### config.mk
export PLATFORM = sky130hd
export DESIGN_NAME = priority_message_queue_core
export DESIGN_NICKNAME = d
export VERILOG_FILES = /design/src/design/pmq_pkg.sv /design/src/design/pmq_mem.sv /design/src/design/pmq_ctrl.sv /design/src/design/priority_message_queue_core.sv
export SDC_FILE = /design/constraint.sdc
export NUM_CORES = 1
export LEC_CHECK = 0
export BUFFER_PORTS_ARGS = -buffer_cell sky130_fd_sc_hd__buf_2
export CAP_MARGIN = 25
export CELL_PAD_IN_SITES_DETAIL_PLACEMENT = 1
export CELL_PAD_IN_SITES_GLOBAL_PLACEMENT = 2
export CORE_MARGIN = 5
export CORE_UTILIZATION = 46
export DETAILED_ROUTE_END_ITERATION = 12
export HOLD_SLACK_MARGIN = 0.08
export PLACE_DENSITY_LB_ADDON = 0.05
export SKIP_CTS_REPAIR_TIMING = 1
export SYNTH_ARGS = -nofsm -noshare
export SYNTH_HDL_FRONTEND = slang
export SYNTH_SLANG_ARGS = --single-unit
### constraint.sdc
create_clock -name clk_i -period 12.1 [get_ports clk_i]
set_clock_uncertainty 0.1 [all_clocks]
set_input_delay 1.815 -clock clk_i [delete_from_list [all_inputs] [get_ports clk_i]]
set_output_delay 1.815 -clock clk_i [all_outputs]
set_load 0.05 [all_outputs]
### src/design/pmq_pkg.sv
`timescale 1ns / 1ps
// Shared types and codes of the priority message queue.
package pmq_pkg;

  localparam int unsigned QUEUE_DEPTH_DEF = 8;

  localparam logic [1:0] CMD_APPEND = 2'd0;
  localparam logic [1:0] CMD_INSERT = 2'd1;
  localparam logic [1:0] CMD_POP    = 2'd2;

  localparam logic [1:0] ST_OK       = 2'd0;
  localparam logic [1:0] ST_REPLACED = 2'd1;
  localparam logic [1:0] ST_DROPPED  = 2'd2;
  localparam logic [1:0] ST_EMPTY    = 2'd3;

  typedef struct packed {
    logic [7:0]  prio;
    logic [7:0]  action;
    logic [7:0]  first_command;
    logic [7:0]  first_key;
    logic [15:0] first_value;
    logic [7:0]  second_command;
    logic [7:0]  second_key;
    logic [15:0] second_value;
    logic [7:0]  delimiter;
  } msg_t;

  typedef struct packed {
    logic rd_en;
    logic wr_en;
  } mem_ctl_t;

  typedef struct packed {
    msg_t       msg;
    logic [1:0] status;
    logic [3:0] count;
  } res_t;

endpackage

### src/design/pmq_mem.sv
`timescale 1ns / 1ps
// Entry store: one write port, one registered read port.
module pmq_mem #(
  parameter int unsigned DEPTH = pmq_pkg::QUEUE_DEPTH_DEF,
  parameter int unsigned AW    = $clog2(DEPTH)
) (
  input  logic              clk_i,
  input  pmq_pkg::mem_ctl_t ctl_i,
  input  logic [AW-1:0]     raddr_i,
  input  logic [AW-1:0]     waddr_i,
  input  pmq_pkg::msg_t     wdata_i,
  output pmq_pkg::msg_t     rdata_o
);

  pmq_pkg::msg_t mem_q [DEPTH];
  pmq_pkg::msg_t rdata_q;

  always_ff @(posedge clk_i) begin
    if (ctl_i.wr_en) begin
      mem_q[waddr_i] <= wdata_i;
    end
    if (ctl_i.rd_en) begin
      rdata_q <= mem_q[raddr_i];
    end
  end

  assign rdata_o = rdata_q;

endmodule

### src/design/pmq_ctrl.sv
`timescale 1ns / 1ps
// Queue sequencer: scans, ripples and shifts entries through the store.
module pmq_ctrl #(
  parameter int unsigned DEPTH = pmq_pkg::QUEUE_DEPTH_DEF,
  parameter int unsigned AW    = $clog2(DEPTH),
  parameter int unsigned CW    = $clog2(DEPTH + 1)
) (
  input  logic              clk_i,
  input  logic              rst_ni,
  input  logic              in_valid_i,
  output logic              in_stall_o,
  input  logic [1:0]        cmd_i,
  input  pmq_pkg::msg_t     msg_i,
  output logic              res_valid_o,
  input  logic              res_ready_i,
  output pmq_pkg::res_t     res_o,
  output pmq_pkg::mem_ctl_t mem_ctl_o,
  output logic [AW-1:0]     raddr_o,
  output logic [AW-1:0]     waddr_o,
  output pmq_pkg::msg_t     wdata_o,
  input  pmq_pkg::msg_t     rdata_i
);

  typedef enum logic [2:0] {
    S_IDLE,
    S_EXEC,
    S_SCAN,
    S_RIPPLE,
    S_POPH,
    S_POPSH,
    S_DONE
  } state_e;

  localparam logic [CW-1:0] DEPTH_C = CW'(DEPTH);

  state_e        state_q, state_d;
  logic [1:0]    cmd_q, cmd_d;
  pmq_pkg::msg_t msg_q, msg_d;
  pmq_pkg::msg_t carry_q, carry_d;
  pmq_pkg::msg_t res_msg_q, res_msg_d;
  logic [1:0]    status_q, status_d;
  logic [AW-1:0] idx_q, idx_d;
  logic [CW-1:0] cnt_q, cnt_d;

  logic [CW:0]   idx_inc;
  logic [AW-1:0] idx_next;
  logic          has_more;
  logic          full;
  logic [CW+3:0] cnt_ext;

  assign idx_inc  = (CW + 1)'(idx_q) + 1'b1;
  assign idx_next = idx_inc[AW-1:0];
  assign has_more = idx_inc < {1'b0, cnt_q};
  assign full     = cnt_q >= DEPTH_C;
  assign cnt_ext  = {4'b0000, cnt_q};

  always_comb begin
    state_d   = state_q;
    cmd_d     = cmd_q;
    msg_d     = msg_q;
    carry_d   = carry_q;
    res_msg_d = res_msg_q;
    status_d  = status_q;
    idx_d     = idx_q;
    cnt_d     = cnt_q;
    mem_ctl_o = '0;
    raddr_o   = '0;
    waddr_o   = '0;
    wdata_o   = msg_q;
    unique case (state_q)
      S_IDLE: begin
        if (in_valid_i) begin
          cmd_d   = cmd_i;
          msg_d   = msg_i;
          state_d = S_EXEC;
        end
      end
      S_EXEC: begin
        res_msg_d = '0;
        status_d  = pmq_pkg::ST_OK;
        state_d   = S_DONE;
        unique case (cmd_q)
          pmq_pkg::CMD_APPEND: begin
            if (!full) begin
              mem_ctl_o.wr_en = 1'b1;
              waddr_o         = cnt_q[AW-1:0];
              cnt_d           = CW'(cnt_q + 1'b1);
            end else begin
              status_d = pmq_pkg::ST_DROPPED;
            end
          end
          pmq_pkg::CMD_INSERT: begin
            if (cnt_q == '0) begin
              mem_ctl_o.wr_en = 1'b1;
              waddr_o         = '0;
              cnt_d           = CW'(1);
            end else begin
              mem_ctl_o.rd_en = 1'b1;
              raddr_o         = '0;
              idx_d           = '0;
              state_d         = S_SCAN;
            end
          end
          pmq_pkg::CMD_POP: begin
            if (cnt_q == '0) begin
              status_d = pmq_pkg::ST_EMPTY;
            end else begin
              mem_ctl_o.rd_en = 1'b1;
              raddr_o         = '0;
              idx_d           = '0;
              state_d         = S_POPH;
            end
          end
          default: begin
          end
        endcase
      end
      S_SCAN: begin
        priority if (msg_q.prio < rdata_i.prio) begin
          mem_ctl_o.wr_en = 1'b1;
          waddr_o         = idx_q;
          carry_d         = rdata_i;
          if (has_more) begin
            mem_ctl_o.rd_en = 1'b1;
            raddr_o         = idx_next;
            idx_d           = idx_next;
            state_d         = S_RIPPLE;
          end else begin
            state_d = S_DONE;
          end
        end else if (msg_q.prio == rdata_i.prio &&
                     msg_q.first_command == rdata_i.first_command &&
                     msg_q.second_command == rdata_i.second_command) begin
          mem_ctl_o.wr_en = 1'b1;
          waddr_o         = idx_q;
          status_d        = pmq_pkg::ST_REPLACED;
          state_d         = S_DONE;
        end else if (has_more) begin
          mem_ctl_o.rd_en = 1'b1;
          raddr_o         = idx_next;
          idx_d           = idx_next;
        end else begin
          state_d = S_DONE;
          if (!full) begin
            mem_ctl_o.wr_en = 1'b1;
            waddr_o         = cnt_q[AW-1:0];
            cnt_d           = CW'(cnt_q + 1'b1);
          end else begin
            status_d = pmq_pkg::ST_DROPPED;
          end
        end
      end
      S_RIPPLE: begin
        mem_ctl_o.wr_en = 1'b1;
        waddr_o         = idx_q;
        wdata_o         = carry_q;
        carry_d         = rdata_i;
        if (has_more) begin
          mem_ctl_o.rd_en = 1'b1;
          raddr_o         = idx_next;
          idx_d           = idx_next;
        end else begin
          state_d = S_DONE;
        end
      end
      S_POPH: begin
        res_msg_d = rdata_i;
        if (has_more) begin
          mem_ctl_o.rd_en = 1'b1;
          raddr_o         = idx_next;
          idx_d           = idx_next;
          state_d         = S_POPSH;
        end else begin
          // last entry read out: an empty message takes the head, count stays unchanged
          mem_ctl_o.wr_en = 1'b1;
          waddr_o         = '0;
          wdata_o         = '0;
          state_d         = S_DONE;
        end
      end
      S_POPSH: begin
        mem_ctl_o.wr_en = 1'b1;
        waddr_o         = AW'(idx_q - 1'b1);
        wdata_o         = rdata_i;
        if (has_more) begin
          mem_ctl_o.rd_en = 1'b1;
          raddr_o         = idx_next;
          idx_d           = idx_next;
        end else begin
          cnt_d   = CW'(cnt_q - 1'b1);
          state_d = S_DONE;
        end
      end
      S_DONE: begin
        if (res_ready_i) begin
          state_d = S_IDLE;
        end
      end
      default: begin
        state_d = S_IDLE;
      end
    endcase
  end

  always_ff @(posedge clk_i or negedge rst_ni) begin
    if (!rst_ni) begin
      state_q   <= S_IDLE;
      cnt_q     <= '0;
      cmd_q     <= '0;
      msg_q     <= '0;
      carry_q   <= '0;
      res_msg_q <= '0;
      status_q  <= '0;
      idx_q     <= '0;
    end else begin
      state_q   <= state_d;
      cnt_q     <= cnt_d;
      cmd_q     <= cmd_d;
      msg_q     <= msg_d;
      carry_q   <= carry_d;
      res_msg_q <= res_msg_d;
      status_q  <= status_d;
      idx_q     <= idx_d;
    end
  end

  assign in_stall_o   = state_q != S_IDLE;
  assign res_valid_o  = state_q == S_DONE;
  assign res_o.msg    = res_msg_q;
  assign res_o.status = status_q;
  assign res_o.count  = cnt_ext[3:0];

endmodule

### src/design/priority_message_queue_core.sv
`timescale 1ns / 1ps
// Priority message queue: top level with output register.
//
//   channel | direction | handshake                 | payload
//   in      | input     | in_valid_i / in_stall_o   | cmd_i and message fields
//   out     | output    | out_valid_o / out_stall_i | popped message, count, status
//
// With no output stall the sequencer handles one store entry per cycle while it scans,
// ripples or shifts; append, insert into or pop of an empty queue and the unused code go
// straight from the execute state to the done state. Reset clears the sequencer registers
// and the output valid flag, but neither the store nor the output data register.
// A new item is taken while a result waits in the output register;
// the sequencer holds a finished result only if that register is full and out_stall_i is high.
module priority_message_queue_core #(
  parameter int unsigned QUEUE_DEPTH = pmq_pkg::QUEUE_DEPTH_DEF
) (
  input  logic        clk_i,
  input  logic        rst_ni,
  input  logic        in_valid_i,
  output logic        in_stall_o,
  input  logic [1:0]  cmd_i,
  input  logic [7:0]  priority_req_i,
  input  logic [7:0]  action_i,
  input  logic [7:0]  first_command_i,
  input  logic [7:0]  first_key_i,
  input  logic [15:0] first_value_i,
  input  logic [7:0]  second_command_i,
  input  logic [7:0]  second_key_i,
  input  logic [15:0] second_value_i,
  input  logic [7:0]  delimiter_i,
  output logic        out_valid_o,
  input  logic        out_stall_i,
  output logic [7:0]  out_priority_o,
  output logic [7:0]  out_action_o,
  output logic [7:0]  out_first_command_o,
  output logic [7:0]  out_first_key_o,
  output logic [15:0] out_first_value_o,
  output logic [7:0]  out_second_command_o,
  output logic [7:0]  out_second_key_o,
  output logic [15:0] out_second_value_o,
  output logic [7:0]  out_delimiter_o,
  output logic [3:0]  queue_count_o,
  output logic [1:0]  status_o
);

  localparam int unsigned AW = $clog2(QUEUE_DEPTH);
  localparam int unsigned CW = $clog2(QUEUE_DEPTH + 1);
  localparam logic [3:0] DEPTH_LOW = 4'(QUEUE_DEPTH);

  pmq_pkg::msg_t     msg_in;
  pmq_pkg::res_t     res;
  pmq_pkg::res_t     out_res_q;
  pmq_pkg::mem_ctl_t mem_ctl;
  pmq_pkg::msg_t     wdata;
  pmq_pkg::msg_t     rdata;
  logic [AW-1:0]     raddr;
  logic [AW-1:0]     waddr;
  logic              res_valid;
  logic              res_ready;
  logic              out_valid_q;

  assign msg_in.prio           = priority_req_i;
  assign msg_in.action         = action_i;
  assign msg_in.first_command  = first_command_i;
  assign msg_in.first_key      = first_key_i;
  assign msg_in.first_value    = first_value_i;
  assign msg_in.second_command = second_command_i;
  assign msg_in.second_key     = second_key_i;
  assign msg_in.second_value   = second_value_i;
  assign msg_in.delimiter      = delimiter_i;

  pmq_ctrl #(
    .DEPTH (QUEUE_DEPTH),
    .AW    (AW),
    .CW    (CW)
  ) u_ctrl (
    .clk_i       (clk_i),
    .rst_ni      (rst_ni),
    .in_valid_i  (in_valid_i),
    .in_stall_o  (in_stall_o),
    .cmd_i       (cmd_i),
    .msg_i       (msg_in),
    .res_valid_o (res_valid),
    .res_ready_i (res_ready),
    .res_o       (res),
    .mem_ctl_o   (mem_ctl),
    .raddr_o     (raddr),
    .waddr_o     (waddr),
    .wdata_o     (wdata),
    .rdata_i     (rdata)
  );

  pmq_mem #(
    .DEPTH (QUEUE_DEPTH),
    .AW    (AW)
  ) u_mem (
    .clk_i   (clk_i),
    .ctl_i   (mem_ctl),
    .raddr_i (raddr),
    .waddr_i (waddr),
    .wdata_i (wdata),
    .rdata_o (rdata)
  );

  assign res_ready = !out_valid_q || !out_stall_i;

  always_ff @(posedge clk_i or negedge rst_ni) begin
    if (!rst_ni) begin
      out_valid_q <= 1'b0;
    end else if (res_ready) begin
      out_valid_q <= res_valid;
    end
  end

  always_ff @(posedge clk_i) begin
    if (res_valid && res_ready) begin
      out_res_q <= res;
    end
  end

  assign out_valid_o          = out_valid_q;
  assign out_priority_o       = out_res_q.msg.prio;
  assign out_action_o         = out_res_q.msg.action;
  assign out_first_command_o  = out_res_q.msg.first_command;
  assign out_first_key_o      = out_res_q.msg.first_key;
  assign out_first_value_o    = out_res_q.msg.first_value;
  assign out_second_command_o = out_res_q.msg.second_command;
  assign out_second_key_o     = out_res_q.msg.second_key;
  assign out_second_value_o   = out_res_q.msg.second_value;
  assign out_delimiter_o      = out_res_q.msg.delimiter;
  assign queue_count_o        = out_res_q.count;
  assign status_o             = out_res_q.status;

`ifndef SYNTHESIS
  a_busy_after_accept: assert property (@(posedge clk_i) disable iff (!rst_ni)
    in_valid_i && !in_stall_o |=> in_stall_o)
    else $error("item accepted but sequencer not busy");

  a_drop_only_full: assert property (@(posedge clk_i) disable iff (!rst_ni)
    out_valid_o && status_o == pmq_pkg::ST_DROPPED |-> queue_count_o == DEPTH_LOW)
    else $error("item dropped while queue not full");

  a_empty_pop: assert property (@(posedge clk_i) disable iff (!rst_ni)
    out_valid_o && status_o == pmq_pkg::ST_EMPTY |->
      queue_count_o == 4'd0 && out_priority_o == 8'd0)
    else $error("empty pop with entries or data");

  a_result_holds: assert property (@(posedge clk_i) disable iff (!rst_ni)
    res_valid && !res_ready |=> res_valid && $stable(res))
    else $error("pending result changed while output register full");
`endif

endmodule
After elaboration in Yosys (flattened, before gate mapping)
Memory sizes are Yosys's and may differ from the RTL's. A register that Yosys moved wholly into a read port is not among the register bits.
Cells that the tools add are included.
- flip-flop bits (word level): 373
- RAM bits: 704
- input port bits: 94
- output and inout bits: 96
- word-level logic and storage cells: 163
- memories kept: 1
- memories (memory ; words ; width ; rd ports ; clocked after memory_dff ; write ports ; RTL line ; source):
    u_mem.mem_q ; 8 ; 88 ; 1 ; 1 ; 1 ; pmq_mem.sv:15 ; pmq_pkg::msg_t mem_q [DEPTH];
- add/subtract/negate cells: 4
- magnitude comparators: 3
- eq/ne operators: 25
- multiplexer cells: 62
- reductions and logical operators: 24
- operators by type and width (kind ; number):
    88-bit one-hot mux with 2 select lines ; 2
    88-bit one-hot mux with 3 select lines ; 1
    88-bit 2-to-1 mux ; 2
    3-bit 2-to-1 mux ; 20
    8-bit == test ; 3
    4-bit 2-to-1 mux ; 6
    2-bit 2-to-1 mux ; 9
    3-bit one-hot mux with 6 select lines ; 1
    2-bit != test, second input constant ; 7
    3-bit one-hot mux with 2 select lines ; 2
    3-bit one-hot mux with 4 select lines ; 1
    4-bit one-hot mux with 3 select lines ; 1
    1-bit 2-to-1 mux ; 11
    3-bit == test, second input constant ; 3
    3-bit one-hot mux with 3 select lines ; 1
    3-bit nonzero test ; 3
    8-bit < comparator ; 1
    2-bit one-hot mux with 2 select lines ; 2
    2-bit one-hot mux with 4 select lines ; 1
    4-bit one-hot mux with 2 select lines ; 1
    4-bit AND reduction ; 2
    7-bit AND reduction ; 1
    3-bit by 2-bit == test with 1-bit output, second input constant ; 2
    3-bit by 2-bit != test with 1-bit output, second input constant ; 2
    23 further kinds ; 33

Depth between registers and ports, before layout
Gate-level depths: netlist of the first run.
- depth after elaboration: 8
- mapped depth: 15
- mapped depth without buffers: 10

By module
A second synthesis of the first run with hierarchy kept.
- cell total of the unflattened synthesis: 2222
- area, all modules: 44706.6 sq um
- by module, submodules not included (module ; times used ; cells each ; area each (sq um) ; seq. area each (sq um)):
    pmq_mem ; 1 ; 1119 ; 29114.2 ; 23782.8
    pmq_ctrl ; 1 ; 1005 ; 12722.2 ; 6956.7
    priority_message_queue_core ; 1 ; 98 ; 2870.3 ; 2847.7

Worst setup path after synthesis of the first run
No wires, ideal clock.
- path type: register -> register
- from: register u_ctrl.idx_q[0]
- to: memory u_mem.mem_q[0][0] (netlist name) (enable)
- library setup time: 642 ps
- arrival: 8807 ps
- required time: 11358 ps
- setup slack: 2550 ps
- cell stages (with the launch flop): 14
- path buffers: 3
- clock period less this slack: 9550 ps
- cell sequence: dfrtp_1 -> buf_2 -> inv_2 -> clkbuf_1 -> ha_1 -> ha_1 -> a21boi_0 -> o22a_1 -> clkbuf_1 -> o22ai_1 -> o211ai_1 -> nand3_1 -> mux2_2 -> nor3_1
- cells in the longest elaborated chain, start to end: 8
- elaborated cells between the ends (all ways): 14
- classes of those cells: add/sub (2); order compare (1); mux (11)
- ends and longest elaborated chain (what ; RTL line ; source):
    start, declared ; pmq_ctrl.sv:42 ; logic [AW-1:0] idx_q, idx_d;
    start signal, assigned ; pmq_ctrl.sv:223 ; idx_q <= idx_d;
    3-bit by 1-bit adder with 4-bit output ; pmq_ctrl.sv:51 ; assign idx_inc = (CW + 1)'(idx_q) + 1'b1;
    5-bit by 4-bit < comparator with 1-bit output ; pmq_ctrl.sv:53 ; assign has_more = idx_inc < {1'b0, cnt_q};
    1-bit 2-to-1 mux ; pmq_ctrl.sv:138 ; end else if (has_more) begin
    1-bit 2-to-1 mux ; pmq_ctrl.sv:131 ; end else if (msg_q.prio == rdata_i.prio &&
    2-bit 2-to-1 mux ; pmq_ctrl.sv:119 ; priority if (msg_q.prio < rdata_i.prio) begin
    2-bit one-hot mux with 4 select lines ; pmq_ctrl.sv:70 ; unique case (state_q)
    1-bit 2-to-1 mux ; pmq_mem.sv:19 ; if (ctl_i.wr_en) begin
    1-bit 2-to-1 mux (implied by the code) ; pmq_mem.sv:20 ; mem_q[waddr_i] <= wdata_i;
    end, declared ; pmq_mem.sv:15 ;
Parallel ways exist; a longest one is shown, timed or not.

==> impl_metrics.env, run 1 <==
export IMPL_synth_edf_count=886
export IMPL_design_area_mm2=0.05153
export IMPL_power_frac_clock_pct=21.2
export IMPL_slew_headroom_pct=29.60
export IMPL_initial_core_util_pct=46.52
export IMPL_yosysSeqAreaShare_pct=74.44
export IMPL_placedInstanceArea_mm2=0.04749
export IMPL_dieHeight_um=323.2
export IMPL_status="completed"
export IMPL_p_switching_mw=6.734
export IMPL_p_leak_nw=19.12
export IMPL_final_hold_violation_count=0
export IMPL_critPathTopFamily="buffers and inverters"
export IMPL_area_growth_pct=14.21
export IMPL_ctsHtreeMaxLevel=3
export IMPL_wire_per_inst_um=30.04
export IMPL_syn_area_mm2=0.04512
export IMPL_tightest_slew_ns=1.054
export IMPL_num_rows=114
export IMPL_cp_start_kind="flip-flop"
export IMPL_nets=3111
export IMPL_rsz0062_at_grt="false"
export IMPL_ys_types=63
export IMPL_grt_first_pass_wirelength_um=194300
export IMPL_synth_warnings=0
export IMPL_cts_sinks=1165
export IMPL_crit_type="flip-flop to flip-flop"
export IMPL_root_buffer="clkbuf_16"
export IMPL_syn_avg_cell_area_um2=15.97
export IMPL_yosysTopAreaCell="edfxtp_1"
export IMPL_most_common_layout_cells="edfxtp_1, nor2_1, dfrtp_1, buf_2, mux2_2"
export IMPL_cpMostUsedCell="ha_1"
export IMPL_synthCells=2825
export IMPL_worst_path_max_delay_cell="clkinv_2"
export IMPL_path_buf_inv=3
export IMPL_slowest_delay_ns=0.86
export IMPL_yosys_area_top_type_share_pct=58.97
export IMPL_slew_violations=0
export IMPL_routed_wirelength_um=131600
export IMPL_cts_inserted_buffers=119
export IMPL_diodes=0
export IMPL_tns_ns=0
export IMPL_comb_power_share_pct=38.7
export IMPL_fmax_ghz=0.1485
export IMPL_mostFrequentLayoutCell="edfxtp_1"
export IMPL_drcViolationCount=0
export IMPL_peakVddDrop_uv=443.0
export IMPL_p_seq_share_pct=40.0
export IMPL_cp_cell_sequence="clkinv_2 > ha_1 > ha_1 > or3_1 > o22ai_1 > o21a_1 > a2111o_1 > and2_1 > a21oi_1 > inv_4 > buf_4"
export IMPL_first_global_vias=28920
export IMPL_total_power_mw=17.44
export IMPL_cap_violations=0
export IMPL_p_int_mw=10.71
export IMPL_drtAntennaViolNets=0
export IMPL_fp_dieW_um=323.2
export IMPL_finalCritPeriodShare_pct=55.66
export IMPL_drive_above_1_share_pct=21.07
export IMPL_io_pins=190
export IMPL_period_needed_ns=6.735
export IMPL_vias_per_cell=6.105
export IMPL_groute_usage_overall_pct=24.95
export IMPL_pwr_density_cell_mw_per_mm2=338.5
export IMPL_grt_max_degree=137
export IMPL_ys_seq_elements=1165
export IMPL_place_port_buffers=189
export IMPL_drtPass1Iterations=6
export IMPL_synth_fp_nets=2938
export IMPL_dieArea_mm2=0.1045
export IMPL_clk_pin_slew_ns=0.06
export IMPL_max_clock_path_buffers=3
export IMPL_drt_iter0_drc=2324
export IMPL_hp_class="flip-flop to flip-flop"
export IMPL_core_area_mm2=0.09699
export IMPL_antenna_found_initial=4
export IMPL_ys_flop_type="edfxtp_1"
export IMPL_cp_max_fo=49
export IMPL_worst_ep_required_time_ns=12.30
export IMPL_hpwlAfterDp_um=69830
export IMPL_synthArstFlopShare_pct=23.95
export IMPL_cts_tree="done"
export IMPL_setup_slack_ns=5.365
export IMPL_finalSetupViolCount=0
export IMPL_routabilityCongestion=0.8015
export IMPL_synthTopCellsByArea="edfxtp_1, dfrtp_1, mux2_2"
export IMPL_clkLatencyLatePin_ns=0.70
export IMPL_dp_slack_ns=5.347
export IMPL_critPathArrivalTime_ns=6.94
export IMPL_endpoint_kind="flip-flop"
export IMPL_num_vias=26740
export IMPL_grt_remaining_overflow=0
export IMPL_swShare_pct=38.60
## metal layers
metal | track usage (%) | part of all wire (%) | wire length, µm
met1 | 34.99 | 44 | 57480
met2 | 42.24 | 49 | 64730
met3 | 3.335 | 5.5 | 7212
met4 | 5.471 | 1.7 | 2176
met5 | 0 | 0 | 0
## Yosys cell counts (4+ instances only)
cell type,n
nand2_1,28
buf_4,9
o21a_1,4
nor2b_1,5
nor2_1,284
o22ai_1,95
a2bb2oi_1,89
buf_2,37
mux2i_1,88
edfxtp_1,886
buf_6,6
clkbuf_1,131
dfrtp_1,279
buf_1,7
a211oi_2,30
inv_1,108
a21oi_1,102
xor2_1,15
a211oi_1,59
ha_1,19
and2_1,4
a32oi_1,4
a222oi_1,88
mux2_2,171
o21ai_0,19
o22a_1,88
nor3_1,17
a22o_1,91
nand3_1,7
## path summary, 6_finish.rpt
check	startpoint	end	slack (ns)	cells after the start
max	u_ctrl.idx_q[0]$_DFFE_PN0P_	u_mem.rdata_o[6]$_DFFE_PP_	5.36	11
min	u_ctrl.res_o[60]$_DFFE_PN0P_	out_first_value_o[14]$_DFFE_PP_	0.34	0
max reg2reg	u_ctrl.idx_q[0]$_DFFE_PN0P_	u_mem.rdata_o[6]$_DFFE_PP_	5.36	11
min reg2reg	u_ctrl.res_o[60]$_DFFE_PN0P_	out_first_value_o[14]$_DFFE_PP_	0.34	0
max in group asynchronous	rst_ni	u_ctrl.msg_q[59]$_DFFE_PN0P_	9.46	2
min in group asynchronous	rst_ni	u_ctrl.res_o[28]$_DFFE_PN0P_	1.06	1
## worst reg2reg max path: cells and delay by family (launching register included)
kind	cells	cell delay, ns
flops	1	0.59
simple gates	2	0.66
compound gates	4	1.56
buf+inv	3	2.37
fa+ha+maj	2	1.01
## per-stage QoR
stage | cells | util, % | hold slack (ns)
2_1_floorplan | 2825 | - | 0.3194
3_3_place_gp | 4148 | 48.87 | 0.3398
3_5_place_dp | 4151 | 48.96 | 0.3352
4_1_cts | 4378 | 53.08 | 0.3504
5_1_grt | 4380 | 53.13 | 0.3610
6_report | 4380 | 53.13 | 0.3447
## power by group through the flow
stage	Combinational, mW	Clock (mW)	Sequential, mW
after detailed placement	6.76	0	7.05
after CTS	6.78	3.79	6.98
final	6.76	3.71	6.98
after global placement	6.50	0	7.01
after global routing	7.23	3.98	7.07
after floorplan	4.28	0	7.05
## registers in the layout, summed over array words and instances, names as in the netlist
| name | cells |
|---|---|
| u_ctrl.msg_q | 88 |
| status_o | 2 |
| u_ctrl.carry_q | 88 |
| out_second_key_o | 8 |
| u_ctrl.cmd_q | 2 |
| u_mem.rdata_o | 88 |
| out_first_command_o | 8 |
| out_second_value_o | 16 |
| out_second_command_o | 8 |
| out_valid_o | 1 |
| out_delimiter_o | 8 |
| out_first_key_o | 8 |
| u_ctrl.state_q | 3 |
| queue_count_o | 4 |
| u_ctrl.idx_q | 3 |
| u_mem.mem_q | 704 |
| out_action_o | 8 |
| out_priority_o | 8 |
| out_first_value_o | 16 |
| u_ctrl.cnt_q | 4 |
| u_ctrl.status_q | 2 |
| u_ctrl.res_o | 88 |
## layout make-up
class                   instances  area, µm²
well taps                    1276       1597
inverters                     110      416.7
repair buffers                242       1471
clock inverters                45      437.9
multi-input cells            1360      10460
fillers                      9126      45460
clock buffers                 182       3561
flip-flops and latches       1165      33590
## cell families (layout without fill, tap and decap cells)
kind of cell | after synthesis | count (layout) | share of synthesized area, %
AOI/OAI and AO/OA | 693 | 693 | 12.21
xor gates and xnor gates | 19 | 19 | 0.3855
adders and majority gates | 19 | 19 | 0.5269
buffers and inverters | 300 | 579 | 2.773
DFF | 1165 | 1165 | 74.44
muxes | 259 | 259 | 6.220
and+or+nand+nor | 370 | 370 | 3.447
Power figures use the tool's default switching activity.
==> run 2: changes to the inputs <==
- clock period: 12.1 -> 6.32 ns (I/O delays scaled with it)
==> impl_metrics.env, run 2 (synthesis results as in run 1) <==
export IMPL_status="completed"
export IMPL_num_rows=114
export IMPL_initial_core_util_pct=46.52
export IMPL_dieArea_mm2=0.1045
export IMPL_grt_first_pass_wirelength_um=194000
export IMPL_cts_sinks=1165
export IMPL_routabilityCongestion=0.7901
export IMPL_p_leak_nw=19.20
export IMPL_routed_wirelength_um=132600
export IMPL_crit_start="u_ctrl.idx_q[0]$_DFFE_PN0P_"
export IMPL_grt_remaining_overflow=0
export IMPL_max_flop_register="u_mem.mem_q"
export IMPL_largest_register_ffs=704
export IMPL_p_int_mw=20.54
export IMPL_comb_power_share_pct=39.1
export IMPL_reg2reg_depth=11
export IMPL_total_power_mw=33.60
export IMPL_pwr_density_cell_mw_per_mm2=650.3
export IMPL_cts_tree="done"
export IMPL_rsz0062_at_grt="false"
export IMPL_cts_inserted_buffers=121
export IMPL_crit_type="flip-flop to flip-flop"
export IMPL_num_vias=26780
export IMPL_endpoint_kind="flip-flop"
export IMPL_cp_start_kind="flip-flop"
export IMPL_setup_slack_ns=1.034
export IMPL_grt_max_degree=124
export IMPL_hpwlAfterDp_um=70000
export IMPL_max_clock_path_buffers=3
export IMPL_power_frac_clock_pct=21.1
export IMPL_critPathArrivalTime_ns=5.59
export IMPL_ctsHtreeMaxLevel=3
export IMPL_fp_dieW_um=323.2
export IMPL_most_common_layout_cells="edfxtp_1, nor2_1, dfrtp_1, buf_2, mux2_2"
export IMPL_root_buffer="clkbuf_16"
export IMPL_first_global_vias=28610
export IMPL_swShare_pct=38.86
export IMPL_period_needed_ns=5.286
export IMPL_drtPass1Iterations=9
export IMPL_peakVddDrop_uv=721.9
export IMPL_slew_violations=0
export IMPL_hp_class="primary input to async pin"
export IMPL_r2r_start="u_ctrl.idx_q[0]$_DFFE_PN0P_"
export IMPL_p_switching_mw=13.06
export IMPL_mostFrequentLayoutCell="edfxtp_1"
export IMPL_dieHeight_um=323.2
export IMPL_cap_violations=0
export IMPL_drtAntennaViolNets=0
export IMPL_wire_per_inst_um=30.16
export IMPL_dp_slack_ns=1.159
export IMPL_drcViolationCount=0
export IMPL_io_pins=190
export IMPL_worst_r2r_setup_slack_ns=1.03
export IMPL_vias_per_cell=6.092
export IMPL_final_hold_violation_count=0
export IMPL_cp_max_fo=37
export IMPL_worst_ep_required_time_ns=6.63
export IMPL_antenna_found_initial=3
export IMPL_fmax_ghz=0.1892
export IMPL_drive_above_1_share_pct=21.45
export IMPL_clkLatencyLatePin_ns=0.71
export IMPL_clk_pin_slew_ns=0.06
export IMPL_nets=3123
export IMPL_finalSetupViolCount=0
export IMPL_worst_path_max_delay_cell="dfrtp_1"
export IMPL_slowest_delay_ns=0.68
export IMPL_r2r_end="u_mem.rdata_o[55]$_DFFE_PP_"
export IMPL_cp_cell_sequence="ha_1 > xor2_2 > ha_1 > o21a_1 > o22ai_1 > o21a_1 > a2111o_1 > nand2_4 > nor3_4 > buf_4 > a211oi_1"
export IMPL_tightest_slew_ns=1.063
export IMPL_groute_usage_overall_pct=25.18
export IMPL_drt_iter0_drc=2647
export IMPL_final_util_pct=53.27
export IMPL_p_seq_share_pct=39.8
export IMPL_finalCritPeriodShare_pct=83.64
export IMPL_area_growth_pct=14.50
export IMPL_core_area_mm2=0.09699
export IMPL_slew_headroom_pct=29.12
export IMPL_place_port_buffers=189
==> run 2: layer usage <==
metal	global-route usage, %	vias to the layer above	wire [µm]
met5	0	-	0
met1	34.94	14310	57360
met4	6.639	0	2946
met2	41.70	882	64370
li1	-	11420	-
met3	4.430	176	7914
==> run 2: area by class of cell <==
cell class / count / area (µm²)
timing repair buffer: 252 / 1577
tap: 1276 / 1597
inverter: 110 / 417.9
multi-input combinational: 1360 / 10490
sequential: 1165 / 33590
clock inverter: 40 / 400.4
fill: 9098 / 45330
antenna: 1 / 2.502
clock buffer: 192 / 3597
==> run 2: how the worst max path moves through the flow <==
stage                                  endpoint  slack [ns]  cells after the start
detailed placement  u_mem.rdata_o[55]$_DFFE_PP_        1.16                     11
global route        u_mem.rdata_o[55]$_DFFE_PP_        0.89                     11
floorplan           u_mem.mem_q[0][0]$_DFFE_PP_       -0.57                     13
global placement    u_mem.rdata_o[53]$_DFFE_PP_        1.35                     11
finish              u_mem.rdata_o[55]$_DFFE_PP_        1.03                     11
CTS                 u_mem.rdata_o[55]$_DFFE_PP_        1.14                     11
==> run 2: through the flow <==
| stage | instances | hold slack [ns] | cell area [µm²] | TNS (ns) |
|---|---|---|---|---|
| finish | 4396 | 0.1304 | 51660 | 0 |
| floorplan | 2825 | 0.3194 | 45190 | -198.89 |
| global route | 4395 | 0.1651 | 51660 | 0 |
| CTS | 4394 | 0.1258 | 51630 | 0 |
| global placement | 4160 | 0.3381 | 47580 | 0 |
| detailed placement | 4162 | 0.3349 | 47640 | 0 |
==> run 2: power groups by stage <==
stage | sequential [mW] | combinational (mW) | clock (mW)
global placement | 13.4 | 12.7 | 0
global route | 13.5 | 14.0 | 7.58
CTS | 13.4 | 13.2 | 7.23
finish | 13.4 | 13.1 | 7.09
detailed placement | 13.5 | 13.1 | 0
floorplan | 13.4 | 8.24 | 0
==> run 2: worst max-delay path: cells and delay by family, from the launching register on <==
family / cells / cell delay (ns)
AO/OA/AOI/OAI: 5 / 1.53
buffers and inverters: 1 / 0.64
XOR/XNOR: 1 / 0.52
AND/OR/NAND/NOR: 2 / 0.81
adder cells (fa/ha/maj): 2 / 0.64
flip-flops: 1 / 0.68
